### config.mk
export PLATFORM = sky130hd
export DESIGN_NAME = uri_component_splitter
export DESIGN_NICKNAME = d
export VERILOG_FILES = /design/src/hw/rtl/ucs_pkg.sv /design/src/hw/rtl/uri_component_splitter.sv /design/src/hw/rtl/ucs_front.sv /design/src/hw/rtl/ucs_queue.sv /design/src/hw/rtl/ucs_back.sv
export SDC_FILE = /design/constraint.sdc
export NUM_CORES = 1
export LEC_CHECK = 0
export ABC_AREA = 0
export ABC_CLOCK_PERIOD_IN_PS = 9000
export BUFFER_PORTS_ARGS = -buffer_cell sky130_fd_sc_hd__buf_2
export CELL_PAD_IN_SITES_DETAIL_PLACEMENT = 1
export CELL_PAD_IN_SITES_GLOBAL_PLACEMENT = 2
export CORE_MARGIN = 2
export CORE_UTILIZATION = 45
export CTS_CLUSTER_DIAMETER = 30
export CTS_CLUSTER_SIZE = 8
export DETAILED_ROUTE_END_ITERATION = 16
export PLACE_DENSITY_LB_ADDON = 0.15
export SYNTH_ARGS = -nofsm -noshare
export SYNTH_HDL_FRONTEND = slang
export SYNTH_SLANG_ARGS = --single-unit
### constraint.sdc
create_clock -name clock -period 9 [get_ports clock]
set_input_delay 0.45 -clock clock [delete_from_list [all_inputs] [get_ports clock]]
set_output_delay 0.45 -clock clock [all_outputs]
set_load 0.005 [all_outputs]
### src/hw/rtl/ucs_pkg.sv
// ucs_pkg: shared types, constants and codes for the uri component splitter
// used by ucs_front, ucs_queue, ucs_back and uri_component_splitter
// no dependencies
package ucs_pkg;

   // longest text tracked, and offset width able to hold 0..MAX_LEN
   localparam int MAX_LEN = 256;
   localparam int OFS_W   = $clog2(MAX_LEN + 1);
   localparam logic [OFS_W-1:0] NONE_OFS = OFS_W'(MAX_LEN);

   // result field widths
   localparam int COMP_W  = 3;
   localparam int START_W = 8;
   localparam int LEN_W   = 9;

   // summary queue depth between front and back
   localparam int Q_DEPTH = 2;
   localparam int QPTR_W  = (Q_DEPTH > 1) ? $clog2(Q_DEPTH) : 1;
   localparam int QCNT_W  = $clog2(Q_DEPTH + 1);

   // delimiter bytes
   localparam logic [7:0] CH_NUL   = 8'h00;
   localparam logic [7:0] CH_HASH  = 8'h23;
   localparam logic [7:0] CH_SLASH = 8'h2F;
   localparam logic [7:0] CH_COLON = 8'h3A;
   localparam logic [7:0] CH_QUEST = 8'h3F;
   localparam logic [7:0] CH_AT    = 8'h40;

   // component codes
   localparam logic [COMP_W-1:0] COMP_SCHEME   = 3'd0;
   localparam logic [COMP_W-1:0] COMP_USER     = 3'd1;
   localparam logic [COMP_W-1:0] COMP_PASSWORD = 3'd2;
   localparam logic [COMP_W-1:0] COMP_HOST     = 3'd3;
   localparam logic [COMP_W-1:0] COMP_PORT     = 3'd4;
   localparam logic [COMP_W-1:0] COMP_PATH     = 3'd5;
   localparam logic [COMP_W-1:0] COMP_QUERY    = 3'd6;
   localparam logic [COMP_W-1:0] COMP_FRAGMENT = 3'd7;

   // progress through the "//" after the scheme colon
   typedef enum logic [1:0] {
      SP_WAIT_FIRST,
      SP_WAIT_SECOND,
      SP_GOOD,
      SP_BAD
   } spc_type;

   // delimiter positions gathered over one uri
   typedef struct packed {
      logic [OFS_W-1:0] len;
      logic             leading;
      logic [OFS_W-1:0] hash;
      logic [OFS_W-1:0] question;
      logic [OFS_W-1:0] colon;
      spc_type          spc;
      logic [OFS_W-1:0] path;
      logic [OFS_W-1:0] at;
      logic [OFS_W-1:0] cba;
      logic [OFS_W-1:0] caa;
   } summary_type;

   localparam summary_type SUMMARY_CLEAR = '{
      len:      '0,
      leading:  1'b0,
      hash:     NONE_OFS,
      question: NONE_OFS,
      colon:    NONE_OFS,
      spc:      SP_WAIT_FIRST,
      path:     NONE_OFS,
      at:       NONE_OFS,
      cba:      NONE_OFS,
      caa:      NONE_OFS
   };

   // component boundaries worked out from a summary
   typedef struct packed {
      logic             ok;
      logic             leading;
      logic [OFS_W-1:0] len;
      logic [OFS_W-1:0] hash;
      logic [OFS_W-1:0] question;
      logic [OFS_W-1:0] colon;
      logic [OFS_W-1:0] path;
      logic [OFS_W-1:0] at;
      logic [OFS_W-1:0] cba;
      logic [OFS_W-1:0] t_end;
      logic [OFS_W-1:0] t_q;
      logic [OFS_W-1:0] t_a;
      logic [OFS_W-1:0] a0;
      logic [OFS_W-1:0] h0;
      logic [OFS_W-1:0] pc;
   } bounds_type;

   // queue status seen by the front
   typedef struct packed {
      logic full;
      logic valid;
   } qstat_type;

endpackage

### src/hw/rtl/uri_component_splitter.sv
// uri_component_splitter: top level of the uri component splitter
// instantiates ucs_front, ucs_queue and ucs_back; depends on ucs_pkg
//
// Usage: the request channel carries one uri byte per beat in req_tdata[7:0],
// with req_tlast on the final byte of each uri. A zero byte, or any byte past
// 256, ends the text; later bytes are ignored until req_tlast. For every uri
// the response channel carries eight records in component order (scheme,
// user, password, host, port, path, query, fragment), rsp_tlast on the eighth.
// Throughput: one request per cycle while req_tready is high, set by the front
// tracker, which does all per-byte work combinationally. The back emits one
// record per cycle while the receiver is ready; uris shorter than 8 bytes keep
// the back busy and fill the two-entry summary queue, after which req_tready drops.
// The final byte's summary goes into the queue, then the back's slot, then its
// first record is registered; the other seven follow while rsp_tready holds.
// A stalled receiver holds the registered record; the back stops, the queue
// fills, and only then are requests refused. Reset (synchronous, active
// high) clears the tracker, the queue and the output stage; no clearing pass.
module uri_component_splitter (
   input  logic        clock,
   input  logic        reset,
   input  logic        req_tvalid,
   output logic        req_tready,
   input  logic [7:0]  req_tdata,   // [7:0] char_code
   input  logic        req_tlast,   // end_of_text
   output logic        rsp_tvalid,
   input  logic        rsp_tready,
   output logic [23:0] rsp_tdata,   // [2:0] component, [3] present, [11:4] start_offset,
                                    // [20:12] length, [21] ok, [23:22] zero
   output logic        rsp_tlast    // last_record
);

   ucs_pkg::summary_type push_data;
   ucs_pkg::summary_type pop_data;
   ucs_pkg::qstat_type   q_status;
   logic                 push;
   logic                 pop;
   logic                 in_accept;

   logic [ucs_pkg::COMP_W-1:0]  comp;
   logic                        present;
   logic [ucs_pkg::START_W-1:0] start_ofs;
   logic [ucs_pkg::LEN_W-1:0]   len;
   logic                        ok;

   assign req_tready = !q_status.full;
   assign in_accept  = req_tvalid && req_tready;

   // byte tracker
   ucs_front u_front (
      .clock     (clock),
      .reset     (reset),
      .in_accept (in_accept),
      .in_char   (req_tdata),
      .in_last   (req_tlast),
      .push      (push),
      .push_data (push_data)
   );

   // summary queue
   ucs_queue u_queue (
      .clock     (clock),
      .reset     (reset),
      .push      (push),
      .push_data (push_data),
      .pop       (pop),
      .pop_data  (pop_data),
      .status    (q_status)
   );

   // record generator
   ucs_back u_back (
      .clock       (clock),
      .reset       (reset),
      .q_valid     (q_status.valid),
      .q_data      (pop_data),
      .pop         (pop),
      .rsp_valid   (rsp_tvalid),
      .rsp_ready   (rsp_tready),
      .rsp_comp    (comp),
      .rsp_present (present),
      .rsp_start   (start_ofs),
      .rsp_len     (len),
      .rsp_ok      (ok),
      .rsp_last    (rsp_tlast)
   );

   // response packing
   assign rsp_tdata = {2'b00, ok, len, start_ofs, present, comp};

endmodule

### src/hw/rtl/ucs_front.sv
// ucs_front: takes uri bytes and records first positions of each delimiter
// pushes one summary per uri into the queue on the final byte
// depends on ucs_pkg
module ucs_front (
   input  logic                 clock,
   input  logic                 reset,
   input  logic                 in_accept,
   input  logic [7:0]           in_char,
   input  logic                 in_last,
   output logic                 push,
   output ucs_pkg::summary_type push_data
);

   logic                 ended_ff, ended_in;
   ucs_pkg::summary_type sum_ff, sum_in;
   ucs_pkg::summary_type nxt;
   logic                 ended_nxt;
   logic [ucs_pkg::OFS_W-1:0] pos;

   // per-byte delimiter tracking
   always_comb begin
      nxt       = sum_ff;
      ended_nxt = ended_ff;
      pos       = sum_ff.len;
      if (!ended_ff) begin
         if (in_char == ucs_pkg::CH_NUL || pos >= ucs_pkg::NONE_OFS) begin
            ended_nxt = 1'b1;
         end else begin
            nxt.len = pos + 1'b1;
            priority if (sum_ff.hash != ucs_pkg::NONE_OFS) begin
            end else if (in_char == ucs_pkg::CH_HASH) begin
               nxt.hash = pos;
            end else if (sum_ff.question != ucs_pkg::NONE_OFS) begin
            end else if (in_char == ucs_pkg::CH_QUEST) begin
               nxt.question = pos;
            end else if (pos == '0 && in_char == ucs_pkg::CH_SLASH) begin
               nxt.leading = 1'b1;
            end else if (sum_ff.leading) begin
            end else if (sum_ff.colon == ucs_pkg::NONE_OFS) begin
               if (in_char == ucs_pkg::CH_COLON) nxt.colon = pos;
            end else if (sum_ff.spc == ucs_pkg::SP_WAIT_FIRST) begin
               nxt.spc = (in_char == ucs_pkg::CH_SLASH) ? ucs_pkg::SP_WAIT_SECOND
                                                        : ucs_pkg::SP_BAD;
            end else if (sum_ff.spc == ucs_pkg::SP_WAIT_SECOND) begin
               nxt.spc = (in_char == ucs_pkg::CH_SLASH) ? ucs_pkg::SP_GOOD
                                                        : ucs_pkg::SP_BAD;
            end else if (sum_ff.spc != ucs_pkg::SP_GOOD) begin
            end else if (sum_ff.path != ucs_pkg::NONE_OFS) begin
            end else if (in_char == ucs_pkg::CH_SLASH) begin
               nxt.path = pos;
            end else if (sum_ff.at == ucs_pkg::NONE_OFS) begin
               if (in_char == ucs_pkg::CH_AT) begin
                  nxt.at = pos;
               end else if (in_char == ucs_pkg::CH_COLON && sum_ff.cba == ucs_pkg::NONE_OFS) begin
                  nxt.cba = pos;
               end
            end else if (in_char == ucs_pkg::CH_COLON && sum_ff.caa == ucs_pkg::NONE_OFS) begin
               nxt.caa = pos;
            end
         end
      end
   end

   // state update, cleared after the final byte
   always_comb begin
      sum_in    = sum_ff;
      ended_in  = ended_ff;
      push      = 1'b0;
      push_data = nxt;
      if (in_accept) begin
         if (in_last) begin
            sum_in   = ucs_pkg::SUMMARY_CLEAR;
            ended_in = 1'b0;
            push     = 1'b1;
         end else begin
            sum_in   = nxt;
            ended_in = ended_nxt;
         end
      end
   end

   always_ff @(posedge clock) begin
      if (reset) begin
         sum_ff   <= ucs_pkg::SUMMARY_CLEAR;
         ended_ff <= 1'b0;
      end else begin
         sum_ff   <= sum_in;
         ended_ff <= ended_in;
      end
   end

endmodule

### src/hw/rtl/ucs_queue.sv
// ucs_queue: short fifo of uri summaries between front and back
// depends on ucs_pkg
module ucs_queue (
   input  logic                 clock,
   input  logic                 reset,
   input  logic                 push,
   input  ucs_pkg::summary_type push_data,
   input  logic                 pop,
   output ucs_pkg::summary_type pop_data,
   output ucs_pkg::qstat_type   status
);

   ucs_pkg::summary_type entry_ff [ucs_pkg::Q_DEPTH];
   logic [ucs_pkg::QPTR_W-1:0] wr_ptr_ff, wr_ptr_in;
   logic [ucs_pkg::QPTR_W-1:0] rd_ptr_ff, rd_ptr_in;
   logic [ucs_pkg::QCNT_W-1:0] count_ff, count_in;

   assign status.full  = (count_ff == ucs_pkg::QCNT_W'(ucs_pkg::Q_DEPTH));
   assign status.valid = (count_ff != '0);
   assign pop_data     = entry_ff[rd_ptr_ff];

   // pointer and fill count
   always_comb begin
      wr_ptr_in = wr_ptr_ff;
      rd_ptr_in = rd_ptr_ff;
      count_in  = count_ff;
      if (push) begin
         wr_ptr_in = (wr_ptr_ff == ucs_pkg::QPTR_W'(ucs_pkg::Q_DEPTH - 1)) ? '0
                                                                           : wr_ptr_ff + 1'b1;
      end
      if (pop) begin
         rd_ptr_in = (rd_ptr_ff == ucs_pkg::QPTR_W'(ucs_pkg::Q_DEPTH - 1)) ? '0
                                                                           : rd_ptr_ff + 1'b1;
      end
      if (push && !pop) begin
         count_in = count_ff + 1'b1;
      end else if (pop && !push) begin
         count_in = count_ff - 1'b1;
      end
   end

   always_ff @(posedge clock) begin
      if (reset) begin
         wr_ptr_ff <= '0;
         rd_ptr_ff <= '0;
         count_ff  <= '0;
      end else begin
         wr_ptr_ff <= wr_ptr_in;
         rd_ptr_ff <= rd_ptr_in;
         count_ff  <= count_in;
      end
   end

   // storage
   always_ff @(posedge clock) begin
      if (push) begin
         entry_ff[wr_ptr_ff] <= push_data;
      end
   end

endmodule

### src/hw/rtl/ucs_back.sv
// ucs_back: turns a uri summary into component bounds, then emits eight records
// one record per cycle while the receiver is ready, through a registered output stage
// depends on ucs_pkg
module ucs_back (
   input  logic                          clock,
   input  logic                          reset,
   input  logic                          q_valid,
   input  ucs_pkg::summary_type          q_data,
   output logic                          pop,
   output logic                          rsp_valid,
   input  logic                          rsp_ready,
   output logic [ucs_pkg::COMP_W-1:0]    rsp_comp,
   output logic                          rsp_present,
   output logic [ucs_pkg::START_W-1:0]   rsp_start,
   output logic [ucs_pkg::LEN_W-1:0]     rsp_len,
   output logic                          rsp_ok,
   output logic                          rsp_last
);

   localparam int OW = ucs_pkg::OFS_W;

   ucs_pkg::bounds_type bnd;
   ucs_pkg::bounds_type slot_ff, slot_in;
   logic                slot_valid_ff, slot_valid_in;
   logic [ucs_pkg::COMP_W-1:0] idx_ff, idx_in;

   logic                         out_valid_ff, out_valid_in;
   logic [ucs_pkg::COMP_W-1:0]   out_comp_ff, out_comp_in;
   logic                         out_present_ff, out_present_in;
   logic [ucs_pkg::START_W-1:0]  out_start_ff, out_start_in;
   logic [ucs_pkg::LEN_W-1:0]    out_len_ff, out_len_in;
   logic                         out_ok_ff, out_ok_in;
   logic                         out_last_ff, out_last_in;

   logic          out_load;
   logic          slot_free;
   logic [OW:0]   c_ext;
   logic          has_at;
   logic          net_ok;
   logic          rec_pres;
   logic [OW-1:0] seg_lo;
   logic [OW-1:0] seg_hi;
   logic [OW-1:0] seg_len;

   // boundaries of the uri at the queue head
   always_comb begin
      c_ext        = {1'b0, q_data.colon} + (OW + 1)'(3);
      has_at       = (q_data.at != ucs_pkg::NONE_OFS);
      bnd.leading  = q_data.leading;
      bnd.len      = q_data.len;
      bnd.hash     = q_data.hash;
      bnd.question = q_data.question;
      bnd.colon    = q_data.colon;
      bnd.path     = q_data.path;
      bnd.at       = q_data.at;
      bnd.cba      = q_data.cba;
      bnd.t_end    = (q_data.hash != ucs_pkg::NONE_OFS) ? q_data.hash : q_data.len;
      bnd.t_q      = (q_data.question != ucs_pkg::NONE_OFS) ? q_data.question : bnd.t_end;
      bnd.t_a      = (q_data.path != ucs_pkg::NONE_OFS) ? q_data.path : bnd.t_q;
      bnd.a0       = c_ext[OW-1:0];
      bnd.h0       = has_at ? q_data.at + 1'b1 : bnd.a0;
      bnd.pc       = has_at ? q_data.caa : q_data.cba;
      net_ok       = (q_data.colon != ucs_pkg::NONE_OFS) && (q_data.colon != '0)
                     && (q_data.spc == ucs_pkg::SP_GOOD) && ({1'b0, bnd.t_q} > c_ext)
                     && !(has_at && q_data.at == bnd.a0) && (bnd.h0 < bnd.t_a);
      bnd.ok       = q_data.leading || net_ok;
   end

   // handshake between slot, queue and output stage
   assign out_load  = slot_valid_ff && (!out_valid_ff || rsp_ready);
   assign slot_free = !slot_valid_ff || (out_load && idx_ff == ucs_pkg::COMP_FRAGMENT);
   assign pop       = q_valid && slot_free;

   // span of the current component
   always_comb begin
      rec_pres = 1'b0;
      seg_lo   = '0;
      seg_hi   = '0;
      unique case (idx_ff)
         ucs_pkg::COMP_SCHEME: begin
            rec_pres = !slot_ff.leading;
            seg_hi   = slot_ff.colon;
         end
         ucs_pkg::COMP_USER: begin
            rec_pres = !slot_ff.leading && slot_ff.at != ucs_pkg::NONE_OFS;
            seg_lo   = slot_ff.a0;
            seg_hi   = (slot_ff.cba != ucs_pkg::NONE_OFS) ? slot_ff.cba : slot_ff.at;
         end
         ucs_pkg::COMP_PASSWORD: begin
            rec_pres = !slot_ff.leading && slot_ff.at != ucs_pkg::NONE_OFS
                       && slot_ff.cba != ucs_pkg::NONE_OFS;
            seg_lo   = slot_ff.cba + 1'b1;
            seg_hi   = slot_ff.at;
         end
         ucs_pkg::COMP_HOST: begin
            rec_pres = !slot_ff.leading;
            seg_lo   = slot_ff.h0;
            seg_hi   = (slot_ff.pc != ucs_pkg::NONE_OFS) ? slot_ff.pc : slot_ff.t_a;
         end
         ucs_pkg::COMP_PORT: begin
            rec_pres = !slot_ff.leading && slot_ff.pc != ucs_pkg::NONE_OFS;
            seg_lo   = slot_ff.pc + 1'b1;
            seg_hi   = slot_ff.t_a;
         end
         ucs_pkg::COMP_PATH: begin
            rec_pres = slot_ff.leading || slot_ff.path != ucs_pkg::NONE_OFS;
            seg_lo   = slot_ff.leading ? OW'(1) : slot_ff.path + 1'b1;
            seg_hi   = slot_ff.t_q;
         end
         ucs_pkg::COMP_QUERY: begin
            rec_pres = slot_ff.question != ucs_pkg::NONE_OFS;
            seg_lo   = slot_ff.question + 1'b1;
            seg_hi   = slot_ff.t_end;
         end
         ucs_pkg::COMP_FRAGMENT: begin
            rec_pres = slot_ff.hash != ucs_pkg::NONE_OFS;
            seg_lo   = slot_ff.hash + 1'b1;
            seg_hi   = slot_ff.len;
         end
         default: begin
            rec_pres = 1'b0;
         end
      endcase
      seg_len = seg_hi - seg_lo;
   end

   // slot and record sequencing
   always_comb begin
      slot_in        = slot_ff;
      slot_valid_in  = slot_valid_ff;
      idx_in         = idx_ff;
      out_valid_in   = out_valid_ff;
      out_comp_in    = out_comp_ff;
      out_present_in = out_present_ff;
      out_start_in   = out_start_ff;
      out_len_in     = out_len_ff;
      out_ok_in      = out_ok_ff;
      out_last_in    = out_last_ff;
      if (rsp_ready) begin
         out_valid_in = 1'b0;
      end
      if (out_load) begin
         out_valid_in   = 1'b1;
         out_comp_in    = idx_ff;
         out_present_in = slot_ff.ok && rec_pres;
         out_start_in   = (slot_ff.ok && rec_pres) ? ucs_pkg::START_W'(seg_lo) : '0;
         out_len_in     = (slot_ff.ok && rec_pres) ? ucs_pkg::LEN_W'(seg_len) : '0;
         out_ok_in      = slot_ff.ok;
         out_last_in    = (idx_ff == ucs_pkg::COMP_FRAGMENT);
         idx_in         = idx_ff + 1'b1;
      end
      if (slot_free) begin
         slot_valid_in = 1'b0;
      end
      if (pop) begin
         slot_valid_in = 1'b1;
         slot_in       = bnd;
      end
   end

   always_ff @(posedge clock) begin
      if (reset) begin
         slot_valid_ff <= 1'b0;
         idx_ff        <= ucs_pkg::COMP_SCHEME;
         out_valid_ff  <= 1'b0;
      end else begin
         slot_valid_ff <= slot_valid_in;
         idx_ff        <= idx_in;
         out_valid_ff  <= out_valid_in;
      end
   end

   always_ff @(posedge clock) begin
      slot_ff        <= slot_in;
      out_comp_ff    <= out_comp_in;
      out_present_ff <= out_present_in;
      out_start_ff   <= out_start_in;
      out_len_ff     <= out_len_in;
      out_ok_ff      <= out_ok_in;
      out_last_ff    <= out_last_in;
   end

   assign rsp_valid   = out_valid_ff;
   assign rsp_comp    = out_comp_ff;
   assign rsp_present = out_present_ff;
   assign rsp_start   = out_start_ff;
   assign rsp_len     = out_len_ff;
   assign rsp_ok      = out_ok_ff;
   assign rsp_last    = out_last_ff;

   // the closing record of a run is always the fragment
   a_last_is_fragment: assert property (@(posedge clock) disable iff (reset)
      out_valid_ff |-> (out_last_ff == (out_comp_ff == ucs_pkg::COMP_FRAGMENT)))
      else $error("last record flag does not match fragment component");

   // a failed parse reports no component
   a_fail_absent: assert property (@(posedge clock) disable iff (reset)
      out_valid_ff && !out_ok_ff |-> !out_present_ff && out_len_ff == '0)
      else $error("component present on a failed parse");

   // a run in progress keeps its slot
   a_idx_in_slot: assert property (@(posedge clock) disable iff (reset)
      idx_ff != ucs_pkg::COMP_SCHEME |-> slot_valid_ff)
      else $error("record index advanced without a loaded slot");

   // records of one run come out in component order
   a_comp_order: assert property (@(posedge clock) disable iff (reset)
      out_load && $past(out_load) && !$past(reset) && idx_ff != ucs_pkg::COMP_SCHEME
      |-> out_comp_ff == idx_ff - 1'b1)
      else $error("records left out of component order");

endmodule
==> insert_results.sql <==
INSERT INTO impl_metrics (metric_group, metric, value, unit) VALUES
('detailed_routing', 'drt-vias-per-instance', '5.86', ''),
('timing', 'setup_viol_count_final', '0', ''),
('timing', 'timing.final.max_slew_violations', '0', ''),
('setup_path', 'critPathMaxFanout', '24', ''),
('detailed_routing', 'drc', '0', ''),
('layout', 'final_area', '20900', 'sq um'),
('power_and_ir_drop', 'power', '7.22', 'mW'),
('setup_path', 'worst-setup-path-type', 'flip-flop to flip-flop', ''),
('power_and_ir_drop', 'total_leakage_power', '7.92', 'nW'),
('min_path', 'worst_hold_path_type', 'input port to flip-flop', ''),
('synth', 'netlist_instances', '1436', ''),
('layout', 'syn2layout_area_growth', '19.3', '%'),
('placed_design', 'globalplace.congestion', '0.972', ''),
('synth', 'dominantRegCellSynth', 'edfxtp_1', ''),
('setup_path', 'largest_stage_delay_on_the_critical_path', '910', 'ps'),
('synth', 'postSynthRegisterBits', '378', ''),
('layout', 'layout.nets', '1547', ''),
('synth', 'synth_simple_gate_area_frac', '0.122', ''),
('detailed_routing', 'number_of_nets_still_failing_antenna_checks_after_routing', '0', ''),
('detailed_routing', 'sum_of_routed_wire_length_over_all_layers', '51.3', 'mm'),
('clock_tree', 'cts-resized-gates', '0', ''),
('synth', 'synth_fa_ha_area_frac', '0.0304', ''),
('timing', 'post-route-period-util', '0.571', ''),
('synth', 'mappedNetlistArea', '17500', 'sq um'),
('synth', 'synth_top_family_by_area', 'compound AO/OA/AOI/OAI gates', ''),
('floorplan', 'initial_core_util', '0.454', ''),
('setup_path', 'critical_path.cell_chain', 'inv_1 -> ha_1 -> nor2b_1 -> a21o_1 -> a211oi_2 -> o22ai_1 -> ha_1 -> inv_1 -> fa_1 -> a21o_1 -> a21oi_1 -> o21ai_0 -> o41ai_1 -> xor2_1 -> xnor2_1 -> nor2_1', ''),
('placed_design', 'placed_wire_length_estimate', '36.3', 'mm'),
('synth', 'synth.yosys.seq_area_share', '0.599', ''),
('setup_path', 'critPathRequiredTime', '9340', 'ps'),
('timing', 'worst_slew_pin_tran', '1070', 'ps'),
('clock_tree', 'postCtsSetupRepairBufs', '0', ''),
('grt', 'grt_start_max_net_pins', '86', ''),
('synth', 'muxShareOfSynthArea', '0.0510', ''),
('grt', 'grt_use_total', '0.256', ''),
('floorplan', 'coreArea', '38600', 'sq um'),
('timing', 'final.min_clock_period', '5140', 'ps'),
('setup_path', 'crit_path_top_delay_cell', 'nor2b_1', ''),
('run_status', 'outcome', 'finished clean', ''),
('synth', 'count_of_synthesis_stage_warnings_from_yosys', '0', ''),
('detailed_routing', 'vias', '12200', ''),
('placed_design', 'dpl_cell_area', '18100', 'sq um'),
('floorplan', 'dieHeight', '201', 'um'),
('floorplan', 'std_cell_rows', '72', ''),
('layout', 'diodes', '0', ''),
('detailed_routing', 'drt_pre_antenna_iters', '7', ''),
('synth', 'async_s_r_ff_share_synth', '0', ''),
('synth', 'synth_edf_count', '292', ''),
('placed_design', 'placement.setup.worst_slack', '3920', 'ps'),
('timing', 'rsz_0062_raised_after_global_routing', 'no', ''),
('timing', 'hold_viol', '0', ''),
('synth', 'post_synthesis_mean_instance_area', '12.2', 'sq um'),
('clock_tree', 'clock-sinks', '378', ''),
('detailed_routing', 'drt-initial-drc-count', '968', ''),
('clock_tree', 'cts_tree', 'yes', ''),
('timing', 'hold_slack', '163', 'ps'),
('setup_path', 'cp-end-kind', 'flip-flop', ''),
('timing', 'slew_headroom', '0.288', ''),
('timing', 'layout_setup_ws', '3860', 'ps'),
('layout', 'share_of_final_layout_standard_cells_stronger_than_drive_strength_1', '0.168', ''),
('clock_tree', 'cts_inserted_buffers', '83', ''),
('floorplan', 'floorplan.die_area', '40500', 'sq um'),
('clock_tree', 'holdBufCountCts', '0', ''),
('power_and_ir_drop', 'peakVddDrop', '178', 'uV'),
('setup_path', 'cp_data_arrival_time', '5480', 'ps'),
('setup_path', 'critical_path.n_buffers_inverters', '2', ''),
('synth', 'synth_cell_type_count', '82', ''),
('synth', 'post_synth_xor_area_fraction', '0.0293', ''),
('clock_tree', 'worstSkewPairLatency', '620', 'ps'),
('clock_tree', 'cts_htree_levels', '3', ''),
('timing', 'setup-tns-final', '0', 'ps');
-- sequential cells by signal, summed over array words and instances, names as in the netlist, 2 cells and up, named ones only --
| register | count |
|---|---|
| u_back.idx_ff | 3 |
| u_queue.count_ff | 2 |
| u_back.slot_ff | 119 |
| u_front.sum_ff | 66 |
| u_back.rsp_len | 9 |
| u_front.pos | 9 |
| u_back.rsp_comp | 3 |
| u_queue.entry_ff | 150 |
| u_back.rsp_start | 8 |
-- worst reg2reg max path, stage by stage (launching register included) --
cell      delay, ps
dfxtp_1         390
inv_1           120
ha_1            690
nor2b_1         920
a21o_1          320
a211oi_2        160
o22ai_1         240
ha_1            210
inv_1            60
fa_1            430
a21o_1          180
a21oi_1         250
o21ai_0         170
o41ai_1         340
xor2_1          210
xnor2_1         130
nor2_1           60
-- cell usage after synthesis, types with 8 or more instances --
cell	number	area share
buf_2	15	0.0043
clkbuf_1	54	0.012
a211oi_1	8	0.0034
ha_1	41	0.029
edfxtp_1	292	0.50
a31oi_1	20	0.0071
nor3_1	18	0.0051
nand3_1	31	0.0089
xnor2_1	45	0.023
and3_1	9	0.0032
nor2b_1	11	0.0039
dfxtp_1	86	0.098
nand2_1	59	0.013
a32oi_1	11	0.0055
xor2_1	11	0.0055
o221ai_1	9	0.0045
mux2_2	50	0.032
a21o_1	67	0.029
inv_1	75	0.016
mux2i_1	33	0.019
o21ai_1	10	0.0029
nand2b_1	9	0.0032
nor4b_1	11	0.0055
nand3b_1	11	0.0047
and2_1	9	0.0032
o21a_1	11	0.0047
nor2_1	123	0.026
a22oi_1	15	0.0064
o21ai_0	35	0.010
a22o_1	10	0.0050
a21oi_1	85	0.024
nand4_1	14	0.0050
buf_4	8	0.0034
nor4_1	29	0.010
a222oi_1	15	0.0086
-- power by group --
group	switching, mW	internal (mW)
clock network	0.996	1.97
logic	1.10	0.615
registers	0.225	2.31
-- final timing paths --
path,from,to,slack [ps],cells after the start
hold reg to reg,u_front.sum_ff[55]$_SDFFE_PP1P_,u_front.sum_ff[55]$_SDFFE_PP1P_,470,2
setup / recovery,u_back.idx_ff[0]$_SDFFE_PP0P_,u_back.rsp_len[8]$_SDFFCE_PN0P_,3860,16
hold / removal,rsp_tready,u_back.rsp_valid$_SDFFE_PP0P_,160,3
setup reg to reg,u_back.idx_ff[0]$_SDFFE_PP0P_,u_back.rsp_len[8]$_SDFFCE_PN0P_,3860,16
-- placed cells by master (no fill, tap or decap), types with 18 or more instances in the layout --
master	instances
nand2_1	59
clkbuf_16	83
buf_2	37
nand3_1	31
inv_1	74
a21oi_1	85
nor3_1	18
a21o_1	67
nor4_1	29
ha_1	41
nor2_1	122
clkinv_2	20
mux2i_1	33
mux2_2	50
dfxtp_1	85
a31oi_1	20
o21ai_0	35
xnor2_1	45
edfxtp_1	292
-- metal layers --
layer | track usage | routed length [um] | vias to the layer above
li1 | - | - | 5568
met1 | 0.331 | 22300 | 6049
met2 | 0.425 | 24600 | 395
met3 | 0.0392 | 2330 | 138
met4 | 0.122 | 2130 | 0
met5 | 0 | 0 | -
-- metrics by stage --
stage,std cells,util
3_5_place_dp,1925,0.470
6_report,2075,0.542
3_3_place_gp,1925,0.470
5_1_grt,2075,0.542
2_1_floorplan,1437,-
4_1_cts,2075,0.542
-- cell families (layout without fill, tap and decap cells) --
kind of cell	Yosys count	count (layout)
compound gates	337	337
xor+xnor	57	57
fa+ha+maj	42	42
buf+inv	155	275
flops	378	378
mux	83	83
other cells	1	2
simple gates	383	383
-- layout make-up --
cell class / count / area, sq um / area share
Clock buffer: 100 / 2190 / 0.105
Inverter: 76 / 288 / 0.0138
Timing Repair Buffer: 49 / 275 / 0.0132
Multi-Input combinational cell: 904 / 6410 / 0.307
Tap cell: 518 / 648 / 0.0310
Clock inverter: 50 / 598 / 0.0286
Sequential cell: 378 / 10500 / 0.502
(Power assumes the default switching activity.)
